File: src/hw/rtl/argtok_pkg.sv
// argtok_pkg: shared types and constants of the argument tokenizer.
// Parser state codes, character codes and the per-byte result struct.
// No dependencies.
`default_nettype none

package argtok_pkg;

    localparam int STATE_W = 3;
    localparam int CNT_W   = 16;

    localparam logic [STATE_W-1:0] ST_OUT = 3'd0;
    localparam logic [STATE_W-1:0] ST_ARG = 3'd1;
    localparam logic [STATE_W-1:0] ST_QUO = 3'd2;
    localparam logic [STATE_W-1:0] ST_ESA = 3'd3;
    localparam logic [STATE_W-1:0] ST_ESQ = 3'd4;

    localparam logic [7:0] CHR_NUL   = 8'h00;
    localparam logic [7:0] CHR_TAB   = 8'h09;
    localparam logic [7:0] CHR_SPACE = 8'h20;
    localparam logic [7:0] CHR_QUOTE = 8'h22;
    localparam logic [7:0] CHR_BSL   = 8'h5C;

    localparam logic [CNT_W-1:0] CNT_MAX = 16'hFFFF;

    typedef struct packed {
        logic [7:0]       out_char;
        logic             append_valid;
        logic             arg_start;
        logic             arg_end;
        logic             line_done;
        logic             parse_error;
        logic [CNT_W-1:0] arg_total;
    } step_t;

endpackage

`default_nettype wire

File: src/hw/rtl/argtok_step.sv
// argtok_step: per-byte transition logic of the tokenizer (combinational).
// Computes next parser state, next count and the result fields.
// Depends on argtok_pkg.
`default_nettype none

module argtok_step import argtok_pkg::*; (
    input  wire logic [STATE_W-1:0] state,
    input  wire logic [CNT_W-1:0]   count,
    input  wire logic [7:0]         in_byte,
    output logic [STATE_W-1:0]      state_next,
    output logic [CNT_W-1:0]        count_next,
    output step_t                   result
);

    logic             blank;
    logic             is_bsl;
    logic             is_quo;
    logic             is_nul;
    logic [CNT_W-1:0] count_one;
    logic             app;
    logic             start;
    logic             fin;
    logic             done;
    logic             err;
    logic [STATE_W-1:0] st_n;
    logic [CNT_W-1:0] cnt_n;

    assign blank     = in_byte inside {CHR_SPACE, CHR_TAB};
    assign is_bsl    = (in_byte == CHR_BSL);
    assign is_quo    = (in_byte == CHR_QUOTE);
    assign is_nul    = (in_byte == CHR_NUL);
    assign count_one = (count != CNT_MAX) ? count + 16'd1 : count;

    always_comb begin
        app   = 1'b0;
        start = 1'b0;
        fin   = 1'b0;
        done  = 1'b0;
        err   = 1'b0;
        st_n  = state;
        cnt_n = count;
        case (state)
            ST_ARG: begin
                if (blank) begin
                    fin   = 1'b1;
                    cnt_n = count_one;
                    st_n  = ST_OUT;
                end else if (is_bsl) begin
                    st_n = ST_ESA;
                end else if (is_quo) begin
                    st_n = ST_QUO;
                end else if (is_nul) begin
                    fin   = 1'b1;
                    cnt_n = count_one;
                    done  = 1'b1;
                end else begin
                    app = 1'b1;
                end
            end
            ST_QUO: begin
                if (is_bsl) begin
                    st_n = ST_ESQ;
                end else if (is_quo) begin
                    st_n = ST_ARG;
                end else if (is_nul) begin
                    err = 1'b1;
                end else begin
                    app = 1'b1;
                end
            end
            ST_ESA: begin
                if (is_nul) begin
                    err = 1'b1;
                end else begin
                    app  = 1'b1;
                    st_n = ST_ARG;
                end
            end
            ST_ESQ: begin
                if (is_nul) begin
                    err = 1'b1;
                end else begin
                    app  = 1'b1;
                    st_n = ST_QUO;
                end
            end
            default: begin
                if (blank) begin
                    st_n = ST_OUT;
                end else if (is_bsl) begin
                    start = 1'b1;
                    st_n  = ST_ESA;
                end else if (is_quo) begin
                    start = 1'b1;
                    st_n  = ST_QUO;
                end else if (is_nul) begin
                    done = 1'b1;
                    st_n = ST_OUT;
                end else begin
                    start = 1'b1;
                    app   = 1'b1;
                    st_n  = ST_ARG;
                end
            end
        endcase

        result.out_char     = app ? in_byte : 8'h00;
        result.append_valid = app;
        result.arg_start    = start;
        result.arg_end      = fin;
        result.line_done    = done;
        result.parse_error  = err;
        result.arg_total    = err ? '0 : cnt_n;

        if (done || err) begin
            state_next = ST_OUT;
            count_next = '0;
        end else begin
            state_next = st_n;
            count_next = cnt_n;
        end
    end

endmodule

`default_nettype wire

File: src/hw/rtl/argument_tokenizer.sv
// argument_tokenizer: shell-style command line splitter, one byte per transaction.
// Top level: parser state registers, result register, handshakes.
// Depends on argtok_pkg and argtok_step.
//
//  channel | direction | payload                                   | handshake
//  s_      | in        | s_in_byte                                 | s_valid/s_ready
//  m_      | out       | m_out_char, m_append_valid, m_arg_start,  | m_valid/m_ready
//          |           | m_arg_end, m_line_done, m_parse_error,    |
//          |           | m_arg_total                               |
//
// One byte per cycle while s_ready is high; each result is registered and appears in the cycle after its byte is taken.
// The parser state and count update at each input transaction, so only
// back-pressure on the m_ channel holds the byte flow.
// s_ready is high whenever the result register is empty or is being drained.
// aresetn (synchronous) clears parser state, count and m_valid.
`default_nettype none

module argument_tokenizer import argtok_pkg::*; (
    input  wire logic       aclk,
    input  wire logic       aresetn,
    input  wire logic       s_valid,
    output logic            s_ready,
    input  wire logic [7:0] s_in_byte,
    output logic            m_valid,
    input  wire logic       m_ready,
    output logic [7:0]      m_out_char,
    output logic            m_append_valid,
    output logic            m_arg_start,
    output logic            m_arg_end,
    output logic            m_line_done,
    output logic            m_parse_error,
    output logic [15:0]     m_arg_total
);

    logic [STATE_W-1:0] state_reg;
    logic [STATE_W-1:0] state_next;
    logic [CNT_W-1:0]   count_reg;
    logic [CNT_W-1:0]   count_next;
    logic               m_valid_reg;
    step_t              result_reg;
    step_t              result_next;
    logic               s_take;

    argtok_step u_step (
        .state      (state_reg),
        .count      (count_reg),
        .in_byte    (s_in_byte),
        .state_next (state_next),
        .count_next (count_next),
        .result     (result_next)
    );

    assign s_ready = !m_valid_reg || m_ready;
    assign s_take  = s_valid && s_ready;

    always_ff @(posedge aclk) begin
        if (!aresetn) begin
            state_reg   <= ST_OUT;
            count_reg   <= '0;
            m_valid_reg <= 1'b0;
        end else begin
            if (s_take) begin
                state_reg <= state_next;
                count_reg <= count_next;
            end
            if (s_ready) begin
                m_valid_reg <= s_valid;
            end
        end
    end

    always_ff @(posedge aclk) begin
        if (s_take) begin
            result_reg <= result_next;
        end
    end

    assign m_valid        = m_valid_reg;
    assign m_out_char     = result_reg.out_char;
    assign m_append_valid = result_reg.append_valid;
    assign m_arg_start    = result_reg.arg_start;
    assign m_arg_end      = result_reg.arg_end;
    assign m_line_done    = result_reg.line_done;
    assign m_parse_error  = result_reg.parse_error;
    assign m_arg_total    = result_reg.arg_total;

    a_err_no_count: assert property (@(posedge aclk) disable iff (!aresetn)
        m_valid_reg && result_reg.parse_error |-> result_reg.arg_total == '0)
        else $error("parse error with nonzero count");

    a_done_xor_err: assert property (@(posedge aclk) disable iff (!aresetn)
        m_valid_reg |-> !(result_reg.line_done && result_reg.parse_error))
        else $error("done and error together");

    a_end_counts: assert property (@(posedge aclk) disable iff (!aresetn)
        m_valid_reg && result_reg.arg_end |-> result_reg.arg_total != '0)
        else $error("argument end without count");

    a_start_not_end: assert property (@(posedge aclk) disable iff (!aresetn)
        m_valid_reg |-> !(result_reg.arg_start && result_reg.arg_end))
        else $error("argument start and end on one byte");

    a_line_resets: assert property (@(posedge aclk) disable iff (!aresetn)
        s_take && (result_next.line_done || result_next.parse_error)
        |=> state_reg == ST_OUT && count_reg == '0)
        else $error("parser not cleared after end of line");

endmodule

`default_nettype wire
File: config.mk
export PLATFORM = sky130hd
export DESIGN_NAME = argument_tokenizer
export DESIGN_NICKNAME = d
export VERILOG_FILES = /design/src/hw/rtl/argtok_pkg.sv /design/src/hw/rtl/argtok_step.sv /design/src/hw/rtl/argument_tokenizer.sv
export SDC_FILE = /design/constraint.sdc
export NUM_CORES = 1
export LEC_CHECK = 0
export BUFFER_PORTS_ARGS = -buffer_cell sky130_fd_sc_hd__clkbuf_2
export CAP_MARGIN = 5
export CORE_MARGIN = 2
export CORE_UTILIZATION = 30
export CTS_CLUSTER_DIAMETER = 30
export DETAILED_ROUTE_END_ITERATION = 10
export PLACE_DENSITY = 0.47
export SLEW_MARGIN = 20
export SYNTH_ARGS = -nofsm -noshare
export SYNTH_HDL_FRONTEND = slang
export SYNTH_HIERARCHICAL = 1
export SYNTH_SLANG_ARGS = --single-unit
File: constraint.sdc
create_clock -name aclk -period 3.05 [get_ports aclk]
set_clock_uncertainty 0.05 [all_clocks]
set_input_delay 0.61 -clock aclk [delete_from_list [all_inputs] [get_ports aclk]]
set_output_delay 0.61 -clock aclk [all_outputs]
set_load 0.1 [all_outputs]
==> results of run 1 <==
-- tightest hold or removal path: stages, from the launching register on --
cell	delay, ns
dfxtp_1	0.34
nand2_1	0.06
mux2i_1	0.06
-- power by group through the flow --
stage               combinational, mW  clock, mW  sequential (mW)
floorplan                      0.0556          0            0.897
global placement                0.239          0            0.747
detailed placement              0.239          0            0.748
CTS                             0.239      0.398            0.732
global route                    0.247      0.418            0.734
finish                          0.237      0.374            0.732
-- through the flow --
step / hold WS (ns) / std cells / setup WS (ns)
detailed placement: 0.4424 / 399 / 0.1759
global route: 0.4725 / 407 / 0.2558
finish: 0.4513 / 407 / 0.4400
global placement: 0.4320 / 399 / 0.2081
floorplan: 0.4106 / 261 / 0.3937
CTS: 0.4559 / 407 / 0.4697
-- Yosys cell counts (3+ instances only) --
| master | number | share of area, % |
|---|---|---|
| and2_1 | 8 | 1.9 |
| buf_2 | 4 | 0.76 |
| buf_4 | 6 | 1.7 |
| buf_6 | 3 | 1.3 |
| clkbuf_1 | 5 | 0.72 |
| dfxtp_1 | 20 | 15 |
| edfxtp_1 | 29 | 33 |
| inv_1 | 3 | 0.43 |
| mux2i_1 | 23 | 8.8 |
| nand2_1 | 47 | 6.7 |
| nand2b_1 | 4 | 0.95 |
| nand3_1 | 7 | 1.3 |
| nand4_1 | 3 | 0.72 |
| nor2_1 | 38 | 5.4 |
| nor2b_1 | 3 | 0.72 |
| nor3_1 | 8 | 1.5 |
| nor4_1 | 5 | 1.2 |
| nor4_4 | 3 | 2.4 |
| nor4b_1 | 3 | 1.0 |
| xnor2_1 | 10 | 3.3 |
-- final cells by class --
cell class                      count  area [sq um]
Fill cell                         893          5597
Clock buffer                        5         68.82
Multi-Input combinational cell    191          1237
Clock inverter                      3         17.52
Tap cell                          108         135.1
Inverter                            3         11.26
Timing Repair Buffer               48         255.2
Sequential cell                    49          1271
-- kinds of logic after synthesis --
family	after synthesis	share of synthesized area, %
buffers and inverters	21	4.909
AOI/OAI and AO/OA	11	3.861
DFF	49	48.43
xor gates and xnor gates	10	3.336
adders and majority gates	1	0.4766
muxes	24	9.199
and+or+nand+nor	145	29.79
-- layer usage --
metal | GRT usage, % | vias up | part of all wire (%)
li1 | - | 980 | -
met1 | 16.04 | 870 | 51
met2 | 17.98 | 35 | 43
met3 | 2.446 | 7 | 3.5
met4 | 3.739 | 0 | 1.6
met5 | 0 | - | 0
-- worst max-delay path by stage --
stage,endpoint,cells after the start
floorplan,m_append_valid,6
global placement,count_reg[13],8
detailed placement,count_reg[13],8
CTS,count_reg[13],7
global route,count_reg[13],7
finish,count_reg[13],7
==> impl_metrics.py, run 1 <==
metrics = {
    "worst_hold_path": {
        "hold_path.class": "reg -> reg",
        "hold_end": "count_reg[12]",
        "min_path_cells": 2,
        "min_from": "count_reg[12]",
    },
    "placement": {
        "place.gp.congestion": 0.7826,
        "dp_hpwl_um": 3649,
        "portBuffers": 42,
        "postPlaceCellArea_sq_um": 2910,
    },
    "power_and_ir_drop": {
        "power_mw": 1.342,
        "ir_drop_mv": 0.1654,
        "power.switching_mw": 0.4246,
        "power.density_nw_per_um2": 447.9,
        "intPower_mw": 0.9176,
        "p_leak_nw": 1.094,
        "p_clk_share_pct": 27.8,
        "seqPwrFrac_pct": 54.5,
        "p_sw_share_pct": 31.63,
        "p_comb_share_pct": 17.7,
    },
    "sta": {
        "fin_crit_ns": 2.610,
        "rsz0062_at_grt": "no",
        "fin_setup_tns_ns": 0,
        "finalHoldViolCount": 0,
        "max_freq_ghz": 0.3831,
        "tightest_slew_ns": 0.7517,
        "slew_headroom_pct": 49.89,
        "fin_crit_sh_pct": 85.57,
        "setup_violations": 0,
        "slew_violations": 0,
    },
    "cells_and_area": {
        "layout-drive-gt1-share_pct": 24.08,
        "area_growth_pct": 14.16,
        "layout_commonest_cell": "nand2_1",
        "fin_nets": 311,
        "layout_common_cells": "nand2_1 (47), clkbuf_2 (42), nor2_1 (38)",
        "post-route-util_pct": 34.87,
        "num_antenna_cells": 0,
        "fin_area_sq_um": 2997,
    },
    "critical_path": {
        "rrSetupSlack_ns": 0.44,
        "critPathArrivalTime_ns": 2.79,
        "crit_required_ns": 3.23,
        "critPathLaunchType": "register",
        "path_buf_inv": 0,
        "critPathTopFamily": "simple AND/OR/NAND/NOR gates",
        "regToRegStartpoint": "state_reg[0]",
        "cp_cell_sequence": "or4b_1, a211o_1, nor3_1, mux2_2, nor2_1, nand2_1, mux2i_1",
        "criticalPathCategory": "reg -> reg",
        "cp-startpoint": "state_reg[0]",
        "crit_fanout": 8,
        "max_stage_delay_ns": 0.50,
        "ff2ff_path_depth": 7,
        "end_kind": "register",
        "r2r_end": "count_reg[13]",
        "slowest_stage": "dfxtp_1",
    },
    "detailed_routing": {
        "routed_wl_um": 5202,
        "post-route-drc-count": 0,
        "first_pass_iters": 4,
        "first_iter_violations": 73,
        "ant_nets": 0,
        "vias": 1892,
        "routedWlPerCell_um": 12.78,
        "drt-vias-per-instance": 4.649,
    },
    "floorplan": {
        "dieArea_sq_um": 9514,
        "pin_count": 43,
        "die_x_um": 97.54,
        "start_util_pct": 30.55,
        "die_h_um": 97.54,
        "row_count": 34,
        "core_area_sq_um": 8593,
    },
    "yosys": {
        "netlist_instances": 261,
        "synth_edf_count": 29,
        "syn_area_per_cell_sq_um": 10.06,
        "ys_seq_elements": 49,
        "yosys_warnings": 6,
        "ys_seq_area_share_pct": 48.43,
        "ys_types": 44,
        "async_flop_share_pct": 0,
        "synth_ff_type": "edfxtp_1",
        "synth_area_sq_um": 2625,
        "syn_nets": 274,
    },
    "run": {
        "cap_violations": 0,
    },
    "cts": {
        "cts_tree": "done",
        "numCtsBuffers": 5,
        "clock_path_buffers": 2,
        "hold_buffers": 0,
        "clk_pin_slew_ns": 0.09,
        "clk_latency_ns": 0.30,
        "cts-root-buf": "clkbuf_8",
        "post_cts_buffers": 0,
        "htreeDepth": 2,
        "cts_sinks": 49,
        "post_cts_resized": 0,
    },
    "global_routing": {
        "grt_max_degree": 49,
        "grt_overflow": 0,
        "grt_use_total_pct": 11.55,
        "grt_pass1_vias": 1929,
        "antenna_found_initial": 0,
        "grt_pass1_wl_um": 9149,
    },
    "outcome": {
        "status": "finished, final reports clean",
    },
}
(Power assumes the default switching activity.)
==> run 2, diff against run 1 <==
--- a/config.mk
+++ b/config.mk
@@ -9,6 +9,7 @@
 export CAP_MARGIN = 5
 export CORE_MARGIN = 2
 export CORE_UTILIZATION = 30
+export CTS_BUF_LIST = sky130_fd_sc_hd__clkbuf_4
 export CTS_CLUSTER_DIAMETER = 30
 export DETAILED_ROUTE_END_ITERATION = 10
 export PLACE_DENSITY = 0.47
==> run 2 against run 1 <==
Effect of this change:
- cell count stayed put
- count of clock-buffer cells in the layout stayed put
- total power is 5.9% lower
- worst setup slack better by 0.0010 ns
- sequential power hardly changed
- hold slack worse by 0.036 ns
- critical path depth stayed put
==> impl_metrics.py, run 2 (synthesis results as in run 1) <==
metrics = {
    "cells_and_area": {
        "layout-drive-gt1-share_pct": 24.08,
        "fin_nets": 311,
        "layout_commonest_cell": "nand2_1",
        "layout_common_cells": "nand2_1 (47), clkbuf_2 (42), nor2_1 (38)",
        "num_antenna_cells": 0,
        "fin_area_sq_um": 2965,
        "area_growth_pct": 12.96,
    },
    "placement": {
        "dp_hpwl_um": 3649,
        "postPlaceCellArea_sq_um": 2910,
        "portBuffers": 42,
        "place.gp.congestion": 0.7826,
    },
    "sta": {
        "slew_violations": 0,
        "slew_headroom_pct": 50.77,
        "fin_crit_ns": 2.609,
        "rsz0062_at_grt": "no",
        "setup_violations": 0,
        "fin_setup_tns_ns": 0,
        "finalHoldViolCount": 0,
        "max_freq_ghz": 0.3833,
        "fin_crit_sh_pct": 85.54,
        "tightest_slew_ns": 0.7385,
    },
    "global_routing": {
        "grt_max_degree": 49,
        "grt-busiest-layer": "met2",
        "grt_use_total_pct": 11.54,
        "grt_pass1_wl_um": 9156,
        "grt_overflow": 0,
        "antenna_found_initial": 0,
        "use_met2_pct": 17.88,
        "grtUsageMet3_pct": 2.446,
        "grt_use_met1_pct": 16.22,
        "grt_pass1_vias": 1924,
    },
    "detailed_routing": {
        "routedWlPerCell_um": 12.70,
        "vias": 1881,
        "post-route-drc-count": 0,
        "first_iter_violations": 110,
        "routed_wl_um": 5167,
        "drt-vias-per-instance": 4.622,
        "ant_nets": 0,
        "first_pass_iters": 4,
    },
    "critical_path": {
        "crit_fanout": 8,
        "critPathArrivalTime_ns": 2.86,
        "rrSetupSlack_ns": 0.44,
        "critPathLaunchType": "register",
        "crit_required_ns": 3.30,
        "regToRegStartpoint": "state_reg[0]",
        "criticalPathCategory": "reg -> reg",
        "end_kind": "register",
        "cp-startpoint": "state_reg[0]",
    },
    "cts": {
        "clk_latency_ns": 0.35,
        "clock_path_buffers": 2,
        "hold_buffers": 0,
        "cts_sinks": 49,
        "numCtsBuffers": 5,
        "post_cts_resized": 0,
        "post_cts_buffers": 0,
        "clk_pin_slew_ns": 0.14,
        "cts-root-buf": "clkbuf_4",
        "htreeDepth": 2,
        "cts_tree": "done",
    },
    "floorplan": {
        "pin_count": 43,
        "start_util_pct": 30.55,
        "core_area_sq_um": 8593,
        "row_count": 34,
        "die_x_um": 97.54,
        "die_h_um": 97.54,
        "dieArea_sq_um": 9514,
    },
    "run": {
        "cap_violations": 0,
    },
    "outcome": {
        "status": "finished, final reports clean",
    },
    "worst_hold_path": {
        "min_from": "s_in_byte[7]",
        "hold_path.class": "in -> reg",
    },
    "power_and_ir_drop": {
        "power.density_nw_per_um2": 426.1,
        "p_leak_nw": 1.081,
        "ir_drop_mv": 0.1549,
    },
}
==> run 2: routing by layer <==
metal	vias to the layer above	part of all wire, %	wire length (um)
met5	-	0	0
met4	0	1.2	61
met3	4	4.2	217
met2	42	44	2266
met1	860	51	2621
li1	975	-	-
==> run 2: critical path, cell delays in order, from the launching register on <==
cell and delay (ns):
dfxtp_1 0.52, or4b_1 0.47, a211o_1 0.42, nor3_1 0.38, mux2_2 0.39, nor2_1 0.11, nand2_1 0.07, mux2i_1 0.14
==> run 2: metrics by stage <==
step	setup slack, ns	util [%]	hold slack [ns]	total power [mW]	instances
6_report	0.4411	34.51	0.4151	1.264	407
5_1_grt	0.2460	34.51	0.3925	1.322	407
4_1_cts	0.4623	34.51	0.3988	1.290	407
3_5_place_dp	0.1759	33.87	0.4424	0.9866	399
3_3_place_gp	0.2081	33.87	0.4320	0.9858	399
2_1_floorplan	0.3937	-	0.4106	0.9521	261
==> run 2: area by class of cell <==
cell class                      instances  area, sq um
Fill cell                             896         5628
Clock buffer                            5        37.54
Timing Repair Buffer                   48        255.2
Sequential cell                        49         1271
Multi-Input combinational cell        191         1237
Inverter                                3        11.26
Tap cell                              108        135.1
Clock inverter                          3        17.52
==> run 2: power by group <==
group	leakage [nW]	internal, mW	switching [mW]	total, mW
logic	0.604	0.0362	0.200	0.237
registers	0.445	0.723	0.00888	0.732
clock network	0.0310	0.0875	0.208	0.295
total	1.08	0.847	0.417	1.26
==> run 2: worst paths after layout <==
kind | depth (start not counted) | end
min | 1 | m_out_char[7]
min reg2reg | 2 | count_reg[12]
max | 7 | count_reg[13]
max reg2reg | 7 | count_reg[13]
==> run 3, diff against run 2 <==
--- a/config.mk
+++ b/config.mk
@@ -8,12 +8,12 @@
 export BUFFER_PORTS_ARGS = -buffer_cell sky130_fd_sc_hd__clkbuf_2
 export CAP_MARGIN = 5
 export CORE_MARGIN = 2
-export CORE_UTILIZATION = 30
+export CORE_UTILIZATION = 31
 export CTS_BUF_LIST = sky130_fd_sc_hd__clkbuf_4
 export CTS_CLUSTER_DIAMETER = 30
 export DETAILED_ROUTE_END_ITERATION = 10
-export PLACE_DENSITY = 0.47
-export SLEW_MARGIN = 20
+export PLACE_DENSITY = 0.48
+export SLEW_MARGIN = 30
 export SYNTH_ARGS = -nofsm -noshare
 export SYNTH_HDL_FRONTEND = slang
 export SYNTH_HIERARCHICAL = 1
==> run 3 against run 2 <==
Effect of this change:
- count of clock-buffer cells in the layout stayed put
- die area down 3.1%
- sequential share of layout area grew 0.054 points
- fmax increased by 4.1%
- critical path depth stayed put
- cell count shrank 0.74%
- non-clock buffer count stayed put
- routed wire length fell by 0.45%
- largest cell class unchanged
==> impl_metrics.py, run 3 (synthesis results as in run 1) <==
metrics = {
    "power_and_ir_drop": {
        "ir_drop_mv": 0.1288,
        "p_comb_share_pct": 18.8,
        "power.switching_mw": 0.4146,
        "p_sw_share_pct": 32.87,
        "p_leak_nw": 1.079,
        "power.density_nw_per_um2": 425.9,
        "intPower_mw": 0.8468,
        "power_mw": 1.261,
        "seqPwrFrac_pct": 58.1,
        "p_clk_share_pct": 23.1,
    },
    "sta": {
        "fin_crit_ns": 2.505,
        "setup_ws_ns": 0.5449,
        "hold_ws_ns": 0.4022,
        "max_freq_ghz": 0.3992,
        "fin_crit_sh_pct": 82.14,
        "setup_violations": 0,
        "finalHoldViolCount": 0,
        "slew_violations": 0,
        "slew_headroom_pct": 47.79,
        "tightest_slew_ns": 0.7831,
        "fin_setup_tns_ns": 0,
        "rsz0062_at_grt": "no",
    },
    "cells_and_area": {
        "layout_commonest_cell": "nand2_1",
        "area_growth_pct": 12.82,
        "fin_area_sq_um": 2962,
        "fin_cells": 404,
        "fin_nets": 311,
        "post-route-util_pct": 36.04,
        "num_antenna_cells": 0,
        "layout-drive-gt1-share_pct": 24.08,
        "layout_common_cells": "nand2_1 (47), clkbuf_2 (42), nor2_1 (38)",
    },
    "global_routing": {
        "grt_max_degree": 49,
        "grt_pass1_vias": 1722,
        "antenna_found_initial": 0,
        "grt_pass1_wl_um": 8286,
        "grt_overflow": 0,
        "grt_use_total_pct": 11.63,
    },
    "detailed_routing": {
        "drt-vias-per-instance": 4.656,
        "first_pass_iters": 4,
        "ant_nets": 0,
        "routed_wl_um": 5144,
        "post-route-drc-count": 0,
        "routedWlPerCell_um": 12.73,
        "vias": 1881,
        "first_iter_violations": 99,
    },
    "floorplan": {
        "die_x_um": 96.02,
        "die_h_um": 96.02,
        "start_util_pct": 31.95,
        "dieArea_sq_um": 9220,
        "row_count": 33,
        "pin_count": 43,
        "core_area_sq_um": 8217,
    },
    "cts": {
        "hold_buffers": 0,
        "cts_tree": "done",
        "clk_pin_slew_ns": 0.15,
        "htreeDepth": 2,
        "cts-root-buf": "clkbuf_4",
        "clk_latency_ns": 0.36,
        "post_cts_resized": 0,
        "numCtsBuffers": 5,
        "cts_sinks": 49,
        "post_cts_buffers": 0,
        "clock_path_buffers": 2,
    },
    "critical_path": {
        "max_stage_delay_ns": 0.54,
        "end_kind": "register",
        "slowest_stage": "dfxtp_1",
        "cp-startpoint": "state_reg[0]",
        "critPathLaunchType": "register",
        "path_buf_inv": 0,
        "cp_cell_sequence": "or4b_1, a211o_1, nor3_1, mux2_2, nor2_1, nand2_1, mux2i_1",
        "critPathTopFamily": "simple AND/OR/NAND/NOR gates",
        "crit_required_ns": 3.29,
        "regToRegStartpoint": "state_reg[0]",
        "crit_fanout": 8,
        "criticalPathCategory": "reg -> reg",
        "critPathArrivalTime_ns": 2.75,
    },
    "placement": {
        "postPlaceCellArea_sq_um": 2907,
        "place_inst": 396,
        "place_ws_ns": 0.2626,
        "portBuffers": 42,
        "place.gp.congestion": 0.8203,
        "dp_hpwl_um": 3498,
    },
    "outcome": {
        "status": "finished, final reports clean",
    },
    "worst_hold_path": {
        "hold_path.class": "in -> reg",
        "min_from": "s_in_byte[7]",
    },
    "run": {
        "cap_violations": 0,
    },
}
[run 3: cell counts in the layout (fill, tap and decap cells not counted)]
No cell type changed its count.
[run 3: power by group through the flow]
stage / clock network (mW) / registers (mW) / logic [mW]
2_1_floorplan: 0 / 0.897 / 0.0556
6_report: 0.292 / 0.732 / 0.237
3_3_place_gp: 0 / 0.747 / 0.239
4_1_cts: 0.308 / 0.733 / 0.239
3_5_place_dp: 0 / 0.748 / 0.239
5_1_grt: 0.331 / 0.735 / 0.248
[run 3: metal layers]
layer,global-route usage [%],routed length [um],vias up
met4,3.929,30,0
met5,0,0,-
met1,16.45,2637,852
met2,17.59,2216,45
li1,-,-,982
met3,2.428,260,2
[run 3: path summary, 6_finish.rpt]
path / end / cells after the start / slack [ns]
worst max-delay path: count_reg[13] / 7 / 0.54
worst min-delay path: m_out_char[7] / 1 / 0.40
worst max register to register: count_reg[13] / 7 / 0.54
worst min register to register: count_reg[12] / 2 / 0.45
[run 3: area by class of cell]
cell class                      instances  area (sq um)
Fill cell                             832          5255
Sequential cell                        49          1271
Multi-Input combinational cell        191          1237
Timing Repair Buffer                   48         255.2
Tap cell                              105         131.4
Clock buffer                            5         37.54
Clock inverter                          3         17.52
Inverter                                3         11.26
